**config.mk**
```make
export PLATFORM = sky130hd
export DESIGN_NAME = redline_limit_monitor
export DESIGN_NICKNAME = d
export VERILOG_FILES = /design/src/hw/rtl/rlm_pkg.sv /design/src/hw/rtl/rlm_ram.sv /design/src/hw/rtl/redline_limit_monitor.sv
export VERILOG_INCLUDE_DIRS = /design/src /design/src/hw/rtl
export SDC_FILE = /design/constraint.sdc
export NUM_CORES = 2
export LEC_CHECK = 0
export BUFFER_PORTS_ARGS = -buffer_cell sky130_fd_sc_hd__buf_2
export CELL_PAD_IN_SITES_DETAIL_PLACEMENT = 1
export CELL_PAD_IN_SITES_GLOBAL_PLACEMENT = 2
export CORE_ASPECT_RATIO = 0.7
export CORE_UTILIZATION = 52
export CTS_BUF_LIST = sky130_fd_sc_hd__clkbuf_8
export CTS_CLUSTER_DIAMETER = 40
export DETAILED_ROUTE_END_ITERATION = 10
export PLACE_DENSITY = 0.87
export SLEW_MARGIN = 40
export SYNTH_ARGS = -nofsm -noshare
export SYNTH_HDL_FRONTEND = slang
export SYNTH_HIERARCHICAL = 1
export SYNTH_SLANG_ARGS = --single-unit
```
**constraint.sdc**
```tcl
create_clock -name clk -period 12.74 [get_ports clk]
set_input_delay 1.274 -clock clk [delete_from_list [all_inputs] [get_ports clk]]
set_output_delay 1.274 -clock clk [all_outputs]
set_load 0.01 [all_outputs]
```
**src/hw/rtl/redline_limit_monitor_macros.svh**
```systemverilog
// Assertion helpers for the redline limit monitor.
// Both macros sample on clk and are disabled while rst_n is low.
`ifndef REDLINE_LIMIT_MONITOR_MACROS_SVH
`define REDLINE_LIMIT_MONITOR_MACROS_SVH

// Same-cycle implication.
`define RLM_ASSERT_IMPL(label, ante, cons) \
  label: assert property (@(posedge clk) disable iff (!rst_n) (ante) |-> (cons)) \
    else $error("redline limit monitor assertion failed");

// Next-cycle implication.
`define RLM_ASSERT_NEXT(label, ante, cons) \
  label: assert property (@(posedge clk) disable iff (!rst_n) (ante) |=> (cons)) \
    else $error("redline limit monitor assertion failed");

`endif

```
**src/hw/rtl/rlm_pkg.sv**
```systemverilog
`timescale 1ns / 1ps

package rlm_pkg;

  // Table and store sizes.
  localparam int NUM_ENTRIES  = 16;
  localparam int NUM_CHANNELS = 32;
  localparam int EN_AW        = $clog2(NUM_ENTRIES);
  localparam int CH_AW        = $clog2(NUM_CHANNELS);

  // Latched abort index while nothing has been violated.
  localparam logic [7:0] NO_ABORT_INDEX = 8'hFE;

  // Configuration register indexes.
  localparam int CFG_IW = 1;
  localparam logic [CFG_IW-1:0] CFG_TEST_RUNNING   = 1'b0;
  localparam logic [CFG_IW-1:0] CFG_LIMITS_ENABLED = 1'b1;

  // Input transaction kinds; code 3 is unused and ignored.
  typedef enum logic [1:0] {
    OP_SAMPLE = 2'd0,
    OP_ENTRY  = 2'd1,
    OP_EVAL   = 2'd2
  } opcode_t;

  typedef struct packed {
    logic [1:0]  opcode;
    logic [4:0]  sample_channel;
    logic [15:0] sample_value;
    logic [3:0]  entry_index;
    logic [31:0] window_start;
    logic [31:0] window_end;
    logic [4:0]  watched_channel;
    logic [15:0] lower_limit;
    logic [15:0] upper_limit;
    logic [31:0] eval_time;
  } in_item_t;

  typedef struct packed {
    logic       abort_now;
    logic [7:0] abort_entry;
    logic       heater_on;
  } out_item_t;

  // One limit table row as stored in the entry memory.
  typedef struct packed {
    logic [31:0] win_start;
    logic [31:0] win_end;
    logic [4:0]  channel;
    logic [15:0] lim_min;
    logic [15:0] lim_max;
  } entry_rec_t;

  localparam int ENTRY_WIDTH = $bits(entry_rec_t);

  // Contents of a row that has never been written.
  localparam entry_rec_t ENTRY_RESET = '{
    win_start: 32'h0000_0000,
    win_end:   32'hFFFF_FFFF,
    channel:   5'd0,
    lim_min:   16'd0,
    lim_max:   16'd0
  };

  // Evaluation sequencer states.
  typedef enum logic [1:0] {
    ST_IDLE,
    ST_WALK,
    ST_DRAIN,
    ST_RESULT
  } seq_state_t;

endpackage

```
**src/hw/rtl/rlm_ram.sv**
```systemverilog
`timescale 1ns / 1ps

module rlm_ram #(
  parameter int WIDTH = 16,
  parameter int DEPTH = 32,
  localparam int AW = $clog2(DEPTH)
) (
  input  logic             clk,
  input  logic             we,
  input  logic [AW-1:0]    waddr,
  input  logic [WIDTH-1:0] wdata,
  input  logic             re,
  input  logic [AW-1:0]    raddr,
  output logic [WIDTH-1:0] rdata
);

  logic [WIDTH-1:0] mem_r [DEPTH];
  logic [WIDTH-1:0] rdata_r;

  // Single write port, registered read port.
  always_ff @(posedge clk) begin
    if (we) begin
      mem_r[waddr] <= wdata;
    end
    if (re) begin
      rdata_r <= mem_r[raddr];
    end
  end

  assign rdata = rdata_r;

endmodule

```
**src/hw/rtl/redline_limit_monitor.sv**
```systemverilog
`timescale 1ns / 1ps
// Writes: a sample or entry write is stored on acceptance, one write per cycle while the
// sequencer is idle. An evaluation walks entry rows 1 to NUM_ENTRIES - 1 during a test with
// limits on and row 0 alone otherwise, one row a cycle, feeding a registered channel store read;
// it then drains the pipeline and holds the input until its result is loaded for output.
// Reset (synchronous, rst_n low) clears the row and slot valid bits, so every entry and
// channel reads its reset value at once; no clearing pass is needed.
`include "redline_limit_monitor_macros.svh"

module redline_limit_monitor import rlm_pkg::*; (
  input  logic              clk,
  input  logic              rst_n,
  input  logic              in_valid,
  output logic              in_stall,
  input  in_item_t          in_data,
  output logic              out_valid,
  input  logic              out_stall,
  output out_item_t         out_data,
  input  logic              cfg_we,
  input  logic [CFG_IW-1:0] cfg_index,
  input  logic              cfg_wdata
);

  seq_state_t state_r, state_nxt;

  logic test_running_r;
  logic limits_enabled_r;

  logic in_accept;
  logic chan_we, ent_we, eval_start;
  logic [CH_AW-1:0] chan_waddr;
  logic [EN_AW-1:0] ent_waddr;
  entry_rec_t ent_wdata;

  logic [NUM_CHANNELS-1:0] chan_vld_r;
  logic [NUM_ENTRIES-1:0]  ent_vld_r;

  logic             mode_test_r;
  logic [31:0]      eval_time_r;
  logic [EN_AW-1:0] idx_r, idx_nxt;
  logic             issue, issue_last;

  logic             ent_hit_r;
  logic [ENTRY_WIDTH-1:0] ent_rdata;
  entry_rec_t       s1_ent;
  logic             s1_vld_r;
  logic [EN_AW-1:0] s1_idx_r;
  logic [CH_AW-1:0] chan_raddr;
  logic             s1_win, s1_chok;

  logic             s2_vld_r;
  logic [EN_AW-1:0] s2_idx_r;
  logic             s2_win_r, s2_chok_r;
  logic [15:0]      s2_min_r, s2_max_r;
  logic             chan_hit_r;
  logic [15:0]      chan_rdata;
  logic [15:0]      s2_value;
  logic             s2_viol;

  logic       abort_acc_r;
  logic [7:0] latched_abort_r;
  logic       heater_r;

  logic      out_valid_r;
  out_item_t out_data_r;
  logic      result_load;

  // Configuration registers; the user must write them only while idle, which the block does not enforce.
  always_ff @(posedge clk) begin
    if (!rst_n) begin
      test_running_r   <= 1'b0;
      limits_enabled_r <= 1'b1;
    end else if (cfg_we) begin
      case (cfg_index)
        CFG_TEST_RUNNING:   test_running_r   <= cfg_wdata;
        CFG_LIMITS_ENABLED: limits_enabled_r <= cfg_wdata;
        default: ;
      endcase
    end
  end

  // Input handshake: a transaction is taken only while the sequencer is idle.
  assign in_stall  = (state_r != ST_IDLE);
  assign in_accept = in_valid && !in_stall;

  // Decode the accepted transaction.
  always_comb begin
    chan_we    = 1'b0;
    ent_we     = 1'b0;
    eval_start = 1'b0;
    case (opcode_t'(in_data.opcode))
      OP_SAMPLE: chan_we    = in_accept && (32'(in_data.sample_channel) < NUM_CHANNELS);
      OP_ENTRY:  ent_we     = in_accept && (32'(in_data.entry_index) < NUM_ENTRIES);
      OP_EVAL:   eval_start = in_accept;
      default: ;
    endcase
  end

  assign chan_waddr = CH_AW'(in_data.sample_channel);
  assign ent_waddr  = EN_AW'(in_data.entry_index);
  assign ent_wdata  = '{
    win_start: in_data.window_start,
    win_end:   in_data.window_end,
    channel:   in_data.watched_channel,
    lim_min:   in_data.lower_limit,
    lim_max:   in_data.upper_limit
  };

  // Valid bits: a row or slot that was never written reads its reset value.
  always_ff @(posedge clk) begin
    if (!rst_n) begin
      chan_vld_r <= '0;
      ent_vld_r  <= '0;
    end else begin
      if (chan_we) begin
        chan_vld_r[chan_waddr] <= 1'b1;
      end
      if (ent_we) begin
        ent_vld_r[ent_waddr] <= 1'b1;
      end
    end
  end

  // Limit table: one row per entry.
  rlm_ram #(
    .WIDTH(ENTRY_WIDTH),
    .DEPTH(NUM_ENTRIES)
  ) u_entry_ram (
    .clk  (clk),
    .we   (ent_we),
    .waddr(ent_waddr),
    .wdata(ent_wdata),
    .re   (issue),
    .raddr(idx_r),
    .rdata(ent_rdata)
  );

  // Channel sample store.
  rlm_ram #(
    .WIDTH(16),
    .DEPTH(NUM_CHANNELS)
  ) u_chan_ram (
    .clk  (clk),
    .we   (chan_we),
    .waddr(chan_waddr),
    .wdata(in_data.sample_value),
    .re   (s1_vld_r),
    .raddr(chan_raddr),
    .rdata(chan_rdata)
  );

  // Sequencer: walk issues one row a cycle, drain lets the pipeline empty.
  assign issue      = (state_r == ST_WALK);
  assign issue_last = !mode_test_r || (idx_r == EN_AW'(NUM_ENTRIES - 1));
  assign result_load = (state_r == ST_RESULT) && !(out_valid_r && out_stall);

  always_comb begin
    state_nxt = state_r;
    idx_nxt   = idx_r;
    case (state_r)
      ST_IDLE: begin
        if (eval_start) begin
          state_nxt = ST_WALK;
          idx_nxt   = (test_running_r && limits_enabled_r) ? EN_AW'(1) : '0;
        end
      end
      ST_WALK: begin
        if (issue_last) begin
          state_nxt = ST_DRAIN;
        end else begin
          idx_nxt = idx_r + EN_AW'(1);
        end
      end
      ST_DRAIN: begin
        if (!s1_vld_r) begin
          state_nxt = ST_RESULT;
        end
      end
      ST_RESULT: begin
        if (result_load) begin
          state_nxt = ST_IDLE;
        end
      end
      default: state_nxt = ST_IDLE;
    endcase
  end

  always_ff @(posedge clk) begin
    if (!rst_n) begin
      state_r <= ST_IDLE;
    end else begin
      state_r <= state_nxt;
    end
  end

  // Per-evaluation context.
  always_ff @(posedge clk) begin
    idx_r <= idx_nxt;
    if (eval_start) begin
      mode_test_r <= test_running_r && limits_enabled_r;
      eval_time_r <= in_data.eval_time;
    end
  end

  // Stage 1: table row arrives; check the window and start the channel read.
  assign s1_ent     = ent_hit_r ? entry_rec_t'(ent_rdata) : ENTRY_RESET;
  assign s1_win     = (s1_ent.win_start <= eval_time_r) && (s1_ent.win_end > eval_time_r);
  assign s1_chok    = (32'(s1_ent.channel) < NUM_CHANNELS);
  assign chan_raddr = CH_AW'(s1_ent.channel);

  always_ff @(posedge clk) begin
    if (!rst_n) begin
      s1_vld_r <= 1'b0;
      s2_vld_r <= 1'b0;
    end else begin
      s1_vld_r <= issue;
      s2_vld_r <= s1_vld_r;
    end
  end

  always_ff @(posedge clk) begin
    if (issue) begin
      ent_hit_r <= ent_vld_r[idx_r];
      s1_idx_r  <= idx_r;
    end
    if (s1_vld_r) begin
      chan_hit_r <= chan_vld_r[chan_raddr];
      s2_idx_r   <= s1_idx_r;
      s2_win_r   <= s1_win;
      s2_chok_r  <= s1_chok;
      s2_min_r   <= s1_ent.lim_min;
      s2_max_r   <= s1_ent.lim_max;
    end
  end

  // Stage 2: channel value arrives; compare against the limits.
  assign s2_value = (s2_chok_r && chan_hit_r) ? chan_rdata : 16'd0;
  assign s2_viol  = (s2_min_r > s2_value) || (s2_max_r < s2_value);

  // Abort latch and heater hysteresis. Rows come in rising order, so the
  // last violation seen is the highest index.
  always_ff @(posedge clk) begin
    if (!rst_n) begin
      abort_acc_r     <= 1'b0;
      latched_abort_r <= NO_ABORT_INDEX;
      heater_r        <= 1'b0;
    end else begin
      if (eval_start) begin
        abort_acc_r <= 1'b0;
      end
      if (s2_vld_r) begin
        if (mode_test_r) begin
          if (s2_win_r && s2_viol) begin
            abort_acc_r     <= 1'b1;
            latched_abort_r <= 8'(s2_idx_r);
          end
        end else if (s2_min_r > s2_value) begin
          heater_r <= 1'b1;
        end else if (s2_max_r < s2_value) begin
          heater_r <= 1'b0;
        end
      end
    end
  end

  // Output register: holds a result until the transaction completes.
  always_ff @(posedge clk) begin
    if (!rst_n) begin
      out_valid_r <= 1'b0;
    end else if (result_load) begin
      out_valid_r <= 1'b1;
    end else if (!out_stall) begin
      out_valid_r <= 1'b0;
    end
  end

  always_ff @(posedge clk) begin
    if (result_load) begin
      out_data_r.abort_now   <= abort_acc_r;
      out_data_r.abort_entry <= latched_abort_r;
      out_data_r.heater_on   <= heater_r;
    end
  end

  assign out_valid = out_valid_r;
  assign out_data  = out_data_r;

  // Checks on the sequencer and the stored state.
  `RLM_ASSERT_IMPL(pipe_only_in_walk, s1_vld_r || s2_vld_r,
                   (state_r == ST_WALK) || (state_r == ST_DRAIN))
  `RLM_ASSERT_IMPL(result_pipe_empty, state_r == ST_RESULT, !s1_vld_r && !s2_vld_r)
  `RLM_ASSERT_NEXT(result_delivered, result_load, out_valid_r && (state_r == ST_IDLE))
  `RLM_ASSERT_IMPL(latched_in_range, latched_abort_r != NO_ABORT_INDEX,
                   (latched_abort_r != 8'd0) && (latched_abort_r < 8'(NUM_ENTRIES)))
  `RLM_ASSERT_NEXT(heater_only_by_eval, !(s2_vld_r && !mode_test_r), $stable(heater_r))

endmodule
```
==> summary by stage <==
Status
The run finished with clean final reports.

Yosys
Synthesis inferred 2394 register bits. The top-area cell type share of the netlist area is 75.7%. In this run the mean area of a mapped cell was 20.4 sq um. For this run, the number of Yosys warnings is 6. For this run, asynchronously set or reset flops after synthesis account for 0%. The cell count after synthesis is 4532. Of all cell types, the one taking the most synthesized area is sky130_fd_sc_hd__edfxtp_1. When the netlist entered floorplanning its net count stood at 4800. The commonest cells after synthesis are 2332 x sky130_fd_sc_hd__edfxtp_1, 416 x sky130_fd_sc_hd__mux4_2, 266 x sky130_fd_sc_hd__a22oi_1, 266 x sky130_fd_sc_hd__mux2i_1, 186 x sky130_fd_sc_hd__nand2_1. The most common cell in the synthesized netlist is sky130_fd_sc_hd__edfxtp_1.

For this run, the leading register cell type out of synthesis is sky130_fd_sc_hd__edfxtp_1. The share of the yosys chip area belonging to registers is 77.0%. The synthesized netlist contains 67 unique library cells. In the post-synthesis netlist, the biggest area contributors are sky130_fd_sc_hd__edfxtp_1 76%, sky130_fd_sc_hd__mux4_2 10%, sky130_fd_sc_hd__mux2i_1 2.9%. The number of flops mapped to enable cells by yosys is 2332. The cell area that synthesis handed to floorplanning was 0.0925 sq mm.

Floorplan
The starting utilization of the core area is 52.4%. 179 I/O pins were placed. The floorplan step defined a die boundary enclosing 0.180 sq mm. The die width is 506 um. The area inside the core boundary is 0.177 sq mm. The y dimension of the die is 355 um. In this run the core area contains 129 standard-cell rows.

Critical path
The worst reg2reg path endpoint is u_entry_ram/mem_r[7][58]. The logic depth of the worst register-to-register path is 8. The critical path is of the flop to flop type. The number of buffers and inverters on the critical path is 3. The largest incremental delay on the critical path is 740 ps. Data on the critical path is required at its endpoint by 13390 ps. Data arrives at the worst endpoint at 5330 ps.

The setup check on the worst reg-to-reg path leaves a slack of 8060 ps. The critical path goes through inv_1 -> ha_1 -> nand2_1 -> nor3b_4 -> nand3b_1 -> nor2_4 -> buf_6 -> buf_4. The category of cells accounting for the largest share of critical-path delay is simple AND/OR/NAND/NOR gates. Along the worst path, the maximum fanout reaches 47. The start point of the critical path is state_r[1]. On the critical path, the stage with the largest delay is an instance of sky130_fd_sc_hd__nor2_4.

The launch instance of the worst register-to-register path is state_r[1]. The worst setup path is launched from a flop. The worst setup path is captured at a flop.

Clock network
The TritonCTS buffer count is 365. In this run the deepest clock path goes through 4 buffers. The later-pin clock latency in the skew report is 1090 ps. The number of setup buffers added after CTS is 0. Counting every sink on the clock net gives 2394. After clock tree synthesis, the clock-pin slew on the worst setup and hold paths is 70 ps.

The post-cts resize count is 0. The number of H-tree levels is 5. Buffers inserted to repair hold after CTS numbered 0. The root buffer cell is sky130_fd_sc_hd__clkbuf_8. TritonCTS built the clock tree.

Cells and area
After filler insertion, the fill cell instance count of the layout stands at 15.2k. The multi-input combinational cells in the finished layout cover a total of 0.0199 sq mm. The layout-stage area growth over the synthesis result is 11.6%. For this run, the post-layout net count is 5224.

The layout cell share with drive strength beyond 1 is 23.0%. The area taken by flip-flops and latches is 0.0713 sq mm.

Power
The clock network power share is 31.3%. Summed over all nets, the switching power comes to 5.60 mW. The combinational power share is 21.3%. The largest vdd supply drop is 0.157 mV. In this run switching power makes up 28.9% of total power.

Dividing total power by cell area gives a power density of 188 mW/mm^2. The leakage power summed over all cells is 33.7 nW. Of the total power, registers draw 47.3%. The internal portion of total power is 13.8 mW.

Flow run
Max-cap violations in this run came to 0.

Route
In the routed layout, each cell is associated on average with a via count of 6.22. The first routing iteration left 5104 violations. In the final routed layout, each cell accounts on average for 31.5 um.

The final layout contains routed wiring with a total length of 240000 um. The number of iterations in the first detailed-routing pass is 7. The count of nets left with antenna violations once routing finished came out at 0. The DRC violations left is 0. The vias after detailed routing is 47.4k.

Timing
The final worst clock skew is 80.7 ps. Dividing the final minimum period by the clock period gives 36.7%. The slew at the pin with the worst max-slew slack is 976 ps. Static timing analysis puts the maximum clock frequency at 0.214 GHz. The normalized max-slew margin is 34.9%. The number of pins exceeding their max-slew limit in the final report was 0. The final count of negative-setup-slack endpoints is 0.

The final period demand of the worst path is 4680 ps. The total negative slack for setup checks is 0 ps. The final hold violation count was 0. Setup repair after global routing left no endpoint under its margin.

The minimum setup slack in the final design is 8060 ps.

Worst hold path
The startpoint identified for the worst hold timing path is in_data[4]. The worst hold path stage count is 1. The worst min-delay path class is input pin to flop.

The worst hold path terminates at eval_time_r[4].

GRT
The wire length of the first global-routing pass is 347000 um. The global-route track usage on met3 is 6.85%. The sum of overflow across all layers after global routing is 0. In the global route stage, met1 resource usage came out at 37.6%. The number of global-route vias before repair is 50.0k. The layer with the highest usage after global routing is met2. For met2 alone, demand over resource in global routing was 41.7%. Entering global routing, the biggest net connects 121 pins.

The initial antenna violation count is 46. Global routing used 26.8% of the available tracks.

Placement
Summed over all nets, the half-perimeter wirelength after detailed placement is 137000 um. The minimum setup slack after placement is 7580 ps. The routability congestion estimate from global placement is 0.793. Input and output buffers added on the ports amount to 178.
flip-flops by register name, summed over array words and instances (netlist names), 32 cells and up:
name,cells
u_chan_ram/mem_r,512
u_entry_ram/rdata,101
chan_vld_r,32
eval_time_r,32
u_entry_ram/mem_r,1616
per-stage QoR:
step                      hold slack (ps)  instance area (sq um)  total power, mW  std cells  utilization [%]
after global placement                401                  95900             13.2       6933             54.3
after detailed placement              406                  96300             13.4       6942             54.5
final                                 405                 103000             19.4       7610             58.4
after CTS                             336                 103000             19.5       7579             58.3
after global routing                  347                 103000             20.0       7599             58.4
after floorplan                       400                  92500             12.1       4532                -
power by group through the flow:
stage | Combinational [mW] | Clock [mW] | Sequential, mW
5_1_grt | 4.38 | 6.49 | 9.18
2_1_floorplan | 2.84 | 0 | 9.26
3_5_place_dp | 4.11 | 0 | 9.33
3_3_place_gp | 3.92 | 0 | 9.32
4_1_cts | 4.14 | 6.17 | 9.17
6_report | 4.13 | 6.07 | 9.17
area by class of cell:
cell class,count,share of cell area (%)
sequential,2394,69.0
multi-input combinational,1862,19.3
clock buffer,381,5.08
tap,2358,2.86
timing repair buffer,284,2.07
clock inverter,256,1.44
inverter,49,0.190
antenna,26,0.0630
worst max path at each step:
stage	depth (start not counted)	slack [ps]	end
2_1_floorplan	4	3080	u_entry_ram/mem_r[0][0]
3_3_place_gp	7	7150	u_entry_ram/mem_r[11][54]
3_5_place_dp	7	7580	u_entry_ram/mem_r[2][80]
4_1_cts	8	7910	u_entry_ram/mem_r[2][99]
5_1_grt	8	7870	u_entry_ram/mem_r[7][58]
6_report	8	8060	u_entry_ram/mem_r[7][58]
metal layers:
layer | share of wire, % | vias up
met1 | 40 | 25100
li1 | - | 19500
met2 | 48 | 2303
met5 | 0.062 | -
met4 | 2.8 | 24
met3 | 9.1 | 428
cells by family (layout without fill, tap and decap cells):
| group | after synthesis | in the layout | share of synthesized area (%) |
|---|---|---|---|
| adder cells (fa/ha/maj) | 101 | 101 | 1.37 |
| XOR/XNOR | 2 | 2 | 0.0189 |
| other | 0 | 26 | 0 |
| multiplexers | 683 | 683 | 13.0 |
| flip-flops | 2394 | 2394 | 77.0 |
| AO/OA/AOI/OAI | 474 | 474 | 3.68 |
| buffers and inverters | 276 | 970 | 1.76 |
| AND/OR/NAND/NOR | 602 | 602 | 3.14 |
cell usage in the layout (no fill, tap or decap), types with 71 or more instances in the layout:
cell type                     n
sky130_fd_sc_hd__ha_1       100
sky130_fd_sc_hd__a22oi_1    266
sky130_fd_sc_hd__clkbuf_8   381
sky130_fd_sc_hd__edfxtp_1  2332
sky130_fd_sc_hd__and2_1      71
sky130_fd_sc_hd__mux4_2     416
sky130_fd_sc_hd__mux2i_1    266
sky130_fd_sc_hd__nor2_1     120
sky130_fd_sc_hd__inv_1      159
sky130_fd_sc_hd__buf_2      178
sky130_fd_sc_hd__clkinv_1    75
sky130_fd_sc_hd__nand2_1    186
Power figures use the tool's default switching activity.
